==> src/design/b2da_pkg.sv <==
`timescale 1ns / 1ps
// ----------------------------------------------------------------------------
// b2da_pkg
// Shared types and constants for the binary to decimal ASCII converter.
// ----------------------------------------------------------------------------
package b2da_pkg;

    localparam int unsigned PLACES     = 10;
    localparam int unsigned VALUE_W    = 32;
    localparam int unsigned MULT_W     = 34;   // 9 * 1e9 needs 34 bits
    localparam int unsigned DIGIT_W    = 4;
    localparam int unsigned CHAR_W     = 6;
    localparam int unsigned MULTS      = 9;    // multiples 1..9 of a weight
    localparam logic [CHAR_W-1:0] ASCII_ZERO = 6'd48;

    localparam logic [VALUE_W-1:0] PLACE_WEIGHT [PLACES] = '{
        32'd1000000000, 32'd100000000, 32'd10000000, 32'd1000000,
        32'd100000,     32'd10000,     32'd1000,     32'd100,
        32'd10,         32'd1
    };

    typedef logic [MULT_W-1:0] t_mult_row [MULTS];

    // Data handed from one cell to the next.
    typedef struct packed {
        logic               valid;
        logic               emitting;
        logic [VALUE_W-1:0] rest;
    } t_cell_bus;

    // Character a cell offers to the output.
    typedef struct packed {
        logic               strobe;
        logic [DIGIT_W-1:0] digit;
    } t_char_out;

    // j-th multiple (j = 1..9) of a place weight; elaboration only.
    function automatic logic [MULT_W-1:0] place_mult(input int unsigned place,
                                                     input int unsigned j);
        logic [63:0] prod;
        prod = 64'(PLACE_WEIGHT[place]) * 64'(j);
        return prod[MULT_W-1:0];
    endfunction

endpackage

==> src/design/binary_to_decimal_ascii_top.sv <==
`timescale 1ns / 1ps
// ----------------------------------------------------------------------------
// binary_to_decimal_ascii_top
// 32-bit unsigned value to decimal ASCII digits, most significant first.
// ----------------------------------------------------------------------------
//
//  channel  | direction | handshake                | payload
//  ---------+-----------+--------------------------+---------------------------
//  command  | in        | start & !busy            | i_value
//  result   | out       | o_valid, one cycle each  | o_digit_char, o_last
//
// Flow: a value runs down a row of ten place cells, billions to units,
// one cell per cycle. Each cell registers its character (cell 0 holds the
// billions); leading zeros show no strobe. busy stays high while any cell
// holds the item, so a new item is taken only once the units cell is done.
// Reset: synchronous, active low; clears the cell valid bits only.
// Stalls: the receiver cannot stall; each character is strobed once.
//
module binary_to_decimal_ascii_top
    import b2da_pkg::*;
(
    input  logic               i_clk,
    input  logic               i_rst_n,
    input  logic               start,
    output logic               busy,
    input  logic [VALUE_W-1:0] i_value,
    output logic               o_valid,
    output logic [CHAR_W-1:0]  o_digit_char,
    output logic               o_last
);

    t_cell_bus bus  [PLACES+1];
    t_char_out chars[PLACES];
    logic [PLACES-1:0] cell_valid;

    // Cell 0 is fed by the command port; a fresh item starts with no
    // leading digit seen.
    assign bus[0].valid    = start & ~busy;
    assign bus[0].emitting = 1'b0;
    assign bus[0].rest     = i_value;

    for (genvar p = 0; p < PLACES; p++) begin : g_cell
        t_mult_row mult;
        for (genvar j = 0; j < MULTS; j++) begin : g_mult
            assign mult[j] = place_mult(p, j + 1);
        end

        b2da_cell u_cell (
            .i_clk   (i_clk),
            .i_rst_n (i_rst_n),
            .i_units (p == PLACES - 1),
            .i_mult  (mult),
            .i_bus   (bus[p]),
            .o_bus   (bus[p+1]),
            .o_char  (chars[p])
        );

        assign cell_valid[p] = bus[p+1].valid;
    end

    // Only one cell holds the item at a time, so the strobes are one-hot
    // and an AND-OR picks the digit.
    logic [DIGIT_W-1:0] digit;
    logic               any_strobe;

    always_comb begin
        digit      = '0;
        any_strobe = 1'b0;
        for (int p = 0; p < PLACES; p++) begin
            if (chars[p].strobe) begin
                digit = digit | chars[p].digit;
            end
            any_strobe = any_strobe | chars[p].strobe;
        end
    end

    assign busy         = |cell_valid;
    assign o_valid      = any_strobe;
    assign o_digit_char = ASCII_ZERO + {{(CHAR_W-DIGIT_W){1'b0}}, digit};
    assign o_last       = chars[PLACES-1].strobe;

endmodule

==> src/design/b2da_cell.sv <==
`timescale 1ns / 1ps
// ----------------------------------------------------------------------------
// b2da_cell
// One decimal place: finds how many times its weight fits, passes the rest on.
// ----------------------------------------------------------------------------
module b2da_cell
    import b2da_pkg::*;
(
    input  logic      i_clk,
    input  logic      i_rst_n,
    input  logic      i_units,
    input  t_mult_row i_mult,
    input  t_cell_bus i_bus,
    output t_cell_bus o_bus,
    output t_char_out o_char
);

    logic               r_valid;
    logic               r_emitting;
    logic [VALUE_W-1:0] r_rest;
    logic [DIGIT_W-1:0] r_digit;

    logic [DIGIT_W-1:0] n_digit;
    logic [VALUE_W-1:0] n_rest;
    logic               n_emitting;
    logic [MULT_W-1:0]  sub;

    // Parallel compares against the constant multiples; the largest that
    // fits gives the digit. Digits never exceed nine.
    always_comb begin
        n_digit = '0;
        sub     = '0;
        for (int j = 0; j < MULTS; j++) begin
            if ({{(MULT_W-VALUE_W){1'b0}}, i_bus.rest} >= i_mult[j]) begin
                n_digit = DIGIT_W'(j + 1);
                sub     = i_mult[j];
            end
        end
        n_rest     = i_bus.rest - sub[VALUE_W-1:0];
        n_emitting = i_bus.emitting | (n_digit != '0) | i_units;
    end

    always_ff @(posedge i_clk) begin
        if (!i_rst_n) begin
            r_valid <= 1'b0;
        end else begin
            r_valid <= i_bus.valid;
        end
        r_emitting <= n_emitting;
        r_rest     <= n_rest;
        r_digit    <= n_digit;
    end

    assign o_bus.valid    = r_valid;
    assign o_bus.emitting = r_emitting;
    assign o_bus.rest     = r_rest;
    assign o_char.strobe  = r_valid & r_emitting;
    assign o_char.digit   = r_digit;

endmodule

==> config.mk <==
export PLATFORM = sky130hd
export DESIGN_NAME = binary_to_decimal_ascii_top
export DESIGN_NICKNAME = d
export VERILOG_FILES = /design/src/design/b2da_pkg.sv /design/src/design/binary_to_decimal_ascii_top.sv /design/src/design/b2da_cell.sv
export SDC_FILE = /design/constraint.sdc
export NUM_CORES = 1
export LEC_CHECK = 0
export BUFFER_PORTS_ARGS = -buffer_cell sky130_fd_sc_hd__buf_2
export CAP_MARGIN = 5
export CORE_MARGIN = 3
export CORE_UTILIZATION = 35
export CTS_CLUSTER_SIZE = 40
export DETAILED_ROUTE_END_ITERATION = 8
export PLACE_DENSITY_LB_ADDON = 0.25
export SYNTH_ARGS = -nofsm -noshare
export SYNTH_HDL_FRONTEND = slang
export SYNTH_SLANG_ARGS = --single-unit
export TNS_END_PERCENT = 5
==> constraint.sdc <==
create_clock -name i_clk -period 5.1 [get_ports i_clk]
set_clock_uncertainty 0.15 [all_clocks]
set_input_delay 0.765 -clock i_clk [delete_from_list [all_inputs] [get_ports i_clk]]
set_output_delay 0.765 -clock i_clk [all_outputs]
set_load 0.01 [all_outputs]
======== Word-level counts from Yosys, hierarchy flattened ========
Cells that the tools add are included.
cells by class
  bitwise operators ....................... 37
  magnitude comparators ................... 90
  reductions and logical operators ........ 11
  multiplexer cells ....................... 180
  $add $sub $neg .......................... 10
operators with widths
  operator                                               count
  2-to-1 mux 32 bit                                      7
  >= comparator 32 x 10 -> 1 bit, second input constant  5
  >= comparator 32 x 20 -> 1 bit, second input constant  5
  >= comparator 32 x 30 -> 1 bit, second input constant  5
  2-to-1 mux 30 bit                                      5
  >= comparator 32 x 33 -> 1 bit, second input constant  4
  >= comparator 32 x 13 -> 1 bit, second input constant  4
  >= comparator 32 x 17 -> 1 bit, second input constant  4
  >= comparator 32 x 23 -> 1 bit, second input constant  4
  >= comparator 32 x 27 -> 1 bit, second input constant  4
  >= comparator 32 x 3 -> 1 bit, second input constant   4
  >= comparator 32 x 7 -> 1 bit, second input constant   4
  2-to-1 mux 3 bit                                       40
  2-to-1 mux 4 bit                                       29
  2-to-1 mux 27 bit                                      4
  2-to-1 mux 20 bit                                      5
  >= comparator 32 x 16 -> 1 bit, second input constant  3
  >= comparator 32 x 19 -> 1 bit, second input constant  3
  >= comparator 32 x 26 -> 1 bit, second input constant  3
  >= comparator 32 x 29 -> 1 bit, second input constant  3
  >= comparator 32 x 4 -> 1 bit, second input constant   3
  >= comparator 32 x 6 -> 1 bit, second input constant   3
  >= comparator 32 x 9 -> 1 bit, second input constant   3
  2-to-1 mux 23 bit                                      4
  59 further kinds                                       170
storage, ports and cells
  bits of input ports ..................... 35
  logic and storage cells ................. 367
  register bits ........................... 347
  output and inout port bits .............. 9

======== Depth between registers and ports, before layout ========
  depth after elaboration ................. 21
  gate-level depth with buffers ........... 22
  mapped depth without buffers ............ 21

======== Cells and area by module ========
Synthesis repeated with hierarchy kept, for this count alone.
unflattened totals
  cells, all modules ...................... 16,737
  area, all modules ....................... 119,711.1 um2
by module, submodules not included
  module                             area each (um2)  instances  cells an instance
  b2da_cell at g_cell[3].u_cell ...  12,055.3         5          1,711
  b2da_cell at g_cell[0].u_cell ...  11,841.4         4          1,616
  b2da_cell at g_cell[4].u_cell      11,805.1         1          1,680
  binary_to_decimal_ascii_top        264.0            1          38

======== Least setup slack after synthesis ========
OpenSTA, ideal clock, no wires.
  path type ............................... register to register
  from .................................... reg g_cell[3].u_cell.r_rest[25]
  to ...................................... reg g_cell[4].u_cell.r_rest[25]
  setup slack ............................. -55 ps
  clock period less this slack ............ 5,155 ps
  arrival ................................. 4,934 ps
  data required time ...................... 4,878 ps
  library setup time ...................... 72 ps
  stages on the path, launching flop included .. 22
  cells stage by stage .................... dfxtp_1 or4_4 or4b_4 or3_4 or2_1 buf_6 a311oi_1 or2_4 a311oi_4 inv_1 ha_1 inv_1 fa_1 a21o_1 a21o_1 a21oi_1 o21a_1 o211ai_1 a31oi_1 o21ai_0 nor3_1 xor2_1
on the way
  longest elaborated chain between the ends .. 11
  elaborated cells on any way between the ends .. 19
  classes of those cells .................. 1 x add/sub; 9 x order compare; 9 x mux
RTL lines
  element                           RTL line         text
  start: declaration                b2da_cell.sv:20  logic [VALUE_W-1:0] r_rest;
  start signal: assignment          b2da_cell.sv:50  r_rest <= n_rest;
  >= comparator 32 x 17 -> 1 bit    b2da_cell.sv:34  if ({{(MULT_W-VALUE_W){1'b0}}, i_bus.rest} >= i_mult[j]) begin
  2-to-1 mux 17 bit                 b2da_cell.sv:34
  2-to-1 mux 18 bit                 b2da_cell.sv:34
  2-to-1 mux 19 bit (3 in a row)    b2da_cell.sv:34
  2-to-1 mux 20 bit (4 in a row)    b2da_cell.sv:34
  subtractor 32 x 20 -> 32 bit (*)  b2da_cell.sv:39  n_rest = i_bus.rest - sub[VALUE_W-1:0];
  via g_cell[4].u_cell.n_rest[25]   b2da_cell.sv:24  logic [VALUE_W-1:0] n_rest;
  end signal: assignment            b2da_cell.sv:50
  end: declaration                  b2da_cell.sv:20
Mark *: on every way through the listed nets, which the timed path passes. The rest lies on a longest branch.
A chain may end at the register's enable or synchronous reset.

======== Worst setup path after layout ========
  from .................................... reg g_cell[3].u_cell.r_rest[25]
  to ...................................... reg g_cell[4].u_cell.r_rest[29]
The elaborated chain is that of the path after synthesis.

==> results_dict.tcl <==
set metrics [dict create \
    outcome "finished, final reports clean" \
    crit_arrival_ns 5.36 \
    fmax_mhz 197 \
    setup_slack_ns 0.0129 \
    cts.sinks 346 \
    synth_mux_area_frac 0 \
    synth_compound_area_frac 0.210 \
    port_buffers 41 \
    worstSetupPathType "reg2reg" \
    core_mm2 0.0553 \
    place_congestion 0.884 \
    syn_inst 2351 \
    peakVddDrop_mv 0.314 \
    power.density_mw_per_mm2 565 \
    drt-total-wl_um 53500 \
    diodes 0 \
    r2r_end "g_cell[4].u_cell.r_rest[29]$_DFF_P_" \
    yosys.area_share.simple 0.221 \
    wire_per_inst_um 15.8 \
    setup_viol 0 \
    cp-startpoint "g_cell[3].u_cell.r_rest[25]$_DFF_P_" \
    drv_cap 0 \
    die_area_mm2 0.0591 \
    ys_seq_area_frac 0.352 \
    yosysTopAreaCell "dfxtp_1" \
    synth.area.top_cells "dfxtp_1 35%, ha_1 8.4%, xnor2_1 5.4%" \
    cts_tree "built" \
    synth_xor_area_frac 0.0877 \
    grt_overflow 0 \
    num-nets-final 2775 \
    syn-cell-area_mm2 0.0197 \
    ctsHoldBuffers 0 \
    antenna_found_initial 0 \
    clockBufferDepth 3 \
    die_w_um 243 \
    leakagePower_nw 10.1 \
    synth_top_cell_area_share 0.352 \
    drtIter0Drc 1131 \
    cts.clk_slew.worst_paths_ns 0.06 \
    hp-class "in2reg" \
    cts_max_level 2 \
    min_period_over_period 0.997 \
    viasPerCell 5.24 \
    cts_made_buffers 38 \
    initial_utilization 0.356 \
    ys_types 87 \
    hold_viol 0 \
    min_period_ns 5.09 \
    crit_end "g_cell[4].u_cell.r_rest[29]$_DFF_P_" \
    rsz0062_at_grt "true" \
    reg2reg_depth 20 \
    yosysWarningCount 0 \
    end_kind "flip-flop" \
    synth_flop_cell "dfxtp_1" \
    vias 17700 \
    dp_slack_ns -0.289 \
    drive_above_1_share 0.174 \
    async_flop_share 0 \
    ios 44 \
    clk_latency_ns 0.56 \
    ys_ff_latch 346 \
    antenna_left 0 \
    final_cell_area_mm2 0.0239 \
    synth_top_family_by_area "simple AND/OR/NAND/NOR gates" \
    worstSetupStartpointType "flip-flop" \
    grt_use_total 0.176 \
    dr.pass1.iters 6 \
    r2r_start "g_cell[3].u_cell.r_rest[25]$_DFF_P_" \
    area_growth_pct 21.5 \
    grt_pass1_vias 17100 \
    drc 0 \
    synth_edf_count 0 \
    rrSetupSlack_ns 0.01 \
    grt_pass1_wl_um 86900 \
    placed_cell_area_mm2 0.0223 \
    hpwlAfterDp_um 42300 \
    slew_viol_final 0 \
    avgSynthCellArea_um2 8.37 \
    grt_max_degree 15 \
    rows 86 \
    clock-root-buffer "clkbuf_16" \
    synth-adder-area-share 0.0936 \
    worst_pin_slew_ns 0.895 \
    crit_path_max_fanout 5 \
    die_h_um 243 \
    max_slew_margin 0.401 \
    required_ns 5.37 \
]
## registers in the layout, summed over array words and instances (netlist names)
register and flops:
g_cell.u_cell.r_emitting 9, g_cell.u_cell.r_rest 288, g_cell.u_cell.r_digit 39, g_cell.u_cell.r_valid 10
## cell usage after synthesis (all sizes together), types with 25 or more instances
master,instances
a21o,48
clkbuf,60
nor4,44
a21oi,146
a31oi,29
nor2b,33
and2,25
xnor2,121
o21a,43
dfxtp,346
nor2,232
o21ai,134
nor3,81
or4,25
nand4,25
nand2b,36
xor2,76
nand2,194
nand3,66
or3,25
inv,112
ha,132
## stage by stage
step | util | hold WS (ns) | std cells | total power [mW] | TNS [ns]
floorplan | - | 0.160 | 2352 | 8.62 | -0.00150
global placement | 0.403 | 0.161 | 3304 | 10.6 | -2.66
detailed placement | 0.403 | 0.163 | 3304 | 10.7 | -5.41
CTS | 0.426 | 0.123 | 3373 | 13.4 | -0.489
global route | 0.432 | 0.142 | 3376 | 14.5 | -3.80
finish | 0.432 | 0.154 | 3376 | 13.5 | 0
## worst max-delay path, cell delays in order (launching register included)
cell and delay, ns:
dfxtp_1 0.31, or4_4 0.53, or4b_4 0.49, or3_4 0.39, or2_4 0.25, buf_4 0.15, or4_4 0.51, a311oi_4 0.30
inv_2 0.07, ha_2 0.19, inv_2 0.05, fa_2 0.19, a21o_1 0.11, a21o_1 0.14, a21oi_2 0.07, o21a_1 0.21
o211ai_1 0.22, a31oi_2 0.15, o21ai_2 0.21, nor2_1 0.08, xor2_1 0.16
## area by class of cell
type | instances | area, µm²
Fill cell | 5544 | 31400
Multi-Input combinational cell | 1826 | 12400
Sequential cell | 346 | 6930
Timing Repair Buffer | 275 | 1960
Clock buffer | 53 | 1070
Tap cell | 748 | 936
Inverter | 112 | 420
Clock inverter | 16 | 140
## metal layers
metal  global-route usage  part of all wire  up-vias  routed length, µm
li1                     -                 -     8968                  -
met1                0.228              0.46     8304              24500
met2                0.304              0.48      328              25600
met3               0.0198             0.031       91               1680
met4               0.0620             0.032        0               1710
met5                    0                 0        -                  0
## worst min-delay path by stage
stage                                  startpoint  depth (start not counted)                                  to
6_report                               i_value[4]                          1  g_cell[0].u_cell.r_rest[4]$_DFF_P_
5_1_grt                                i_value[6]                          1  g_cell[0].u_cell.r_rest[6]$_DFF_P_
3_3_place_gp   g_cell[7].u_cell.r_rest[0]$_DFF_P_                          0  g_cell[8].u_cell.r_rest[0]$_DFF_P_
3_5_place_dp   g_cell[0].u_cell.r_rest[7]$_DFF_P_                          0  g_cell[1].u_cell.r_rest[7]$_DFF_P_
4_1_cts                                i_value[4]                          1  g_cell[0].u_cell.r_rest[4]$_DFF_P_
2_1_floorplan  g_cell[0].u_cell.r_rest[0]$_DFF_P_                          0  g_cell[1].u_cell.r_rest[0]$_DFF_P_
## report_power, final
group          leakage [nW]  switching (mW)  internal [mW]
combinational          6.60            3.00           2.79
clock                 0.593            1.13           1.53
sequential             2.90            1.33           3.73
## cell usage in the layout (no fill, tap or decap), types with 32 or more instances in the layout
cell / n
nor2_1: 231
xnor2_1: 118
inv_1: 109
nor4_1: 35
dfxtp_1: 343
buf_4: 234
a21o_1: 48
xor2_1: 76
a21oi_1: 137
nor2b_1: 32
buf_2: 41
nand2b_1: 35
nand3_1: 65
ha_1: 130
o21ai_0: 107
clkbuf_16: 38
nor3_1: 75
o21a_1: 43
nand2_1: 194
## logic make-up (layout without fill, tap and decap cells)
family	after synthesis	in the layout
flip-flops	346	346
XOR/XNOR	197	197
AO/OA/AOI/OAI	620	620
adder cells (fa/ha/maj)	142	142
buffers and inverters	180	456
AND/OR/NAND/NOR	865	865
other	1	2
## repair_timing
action	4_1_cts	5_1_grt
pin swaps	6	23
buffers inserted	0	3
endpoints found under the setup margin	59	95
hold endpoints to repair	0	0
gates resized for setup	24	98
Note: power is estimated with default switching activity, not from simulation.
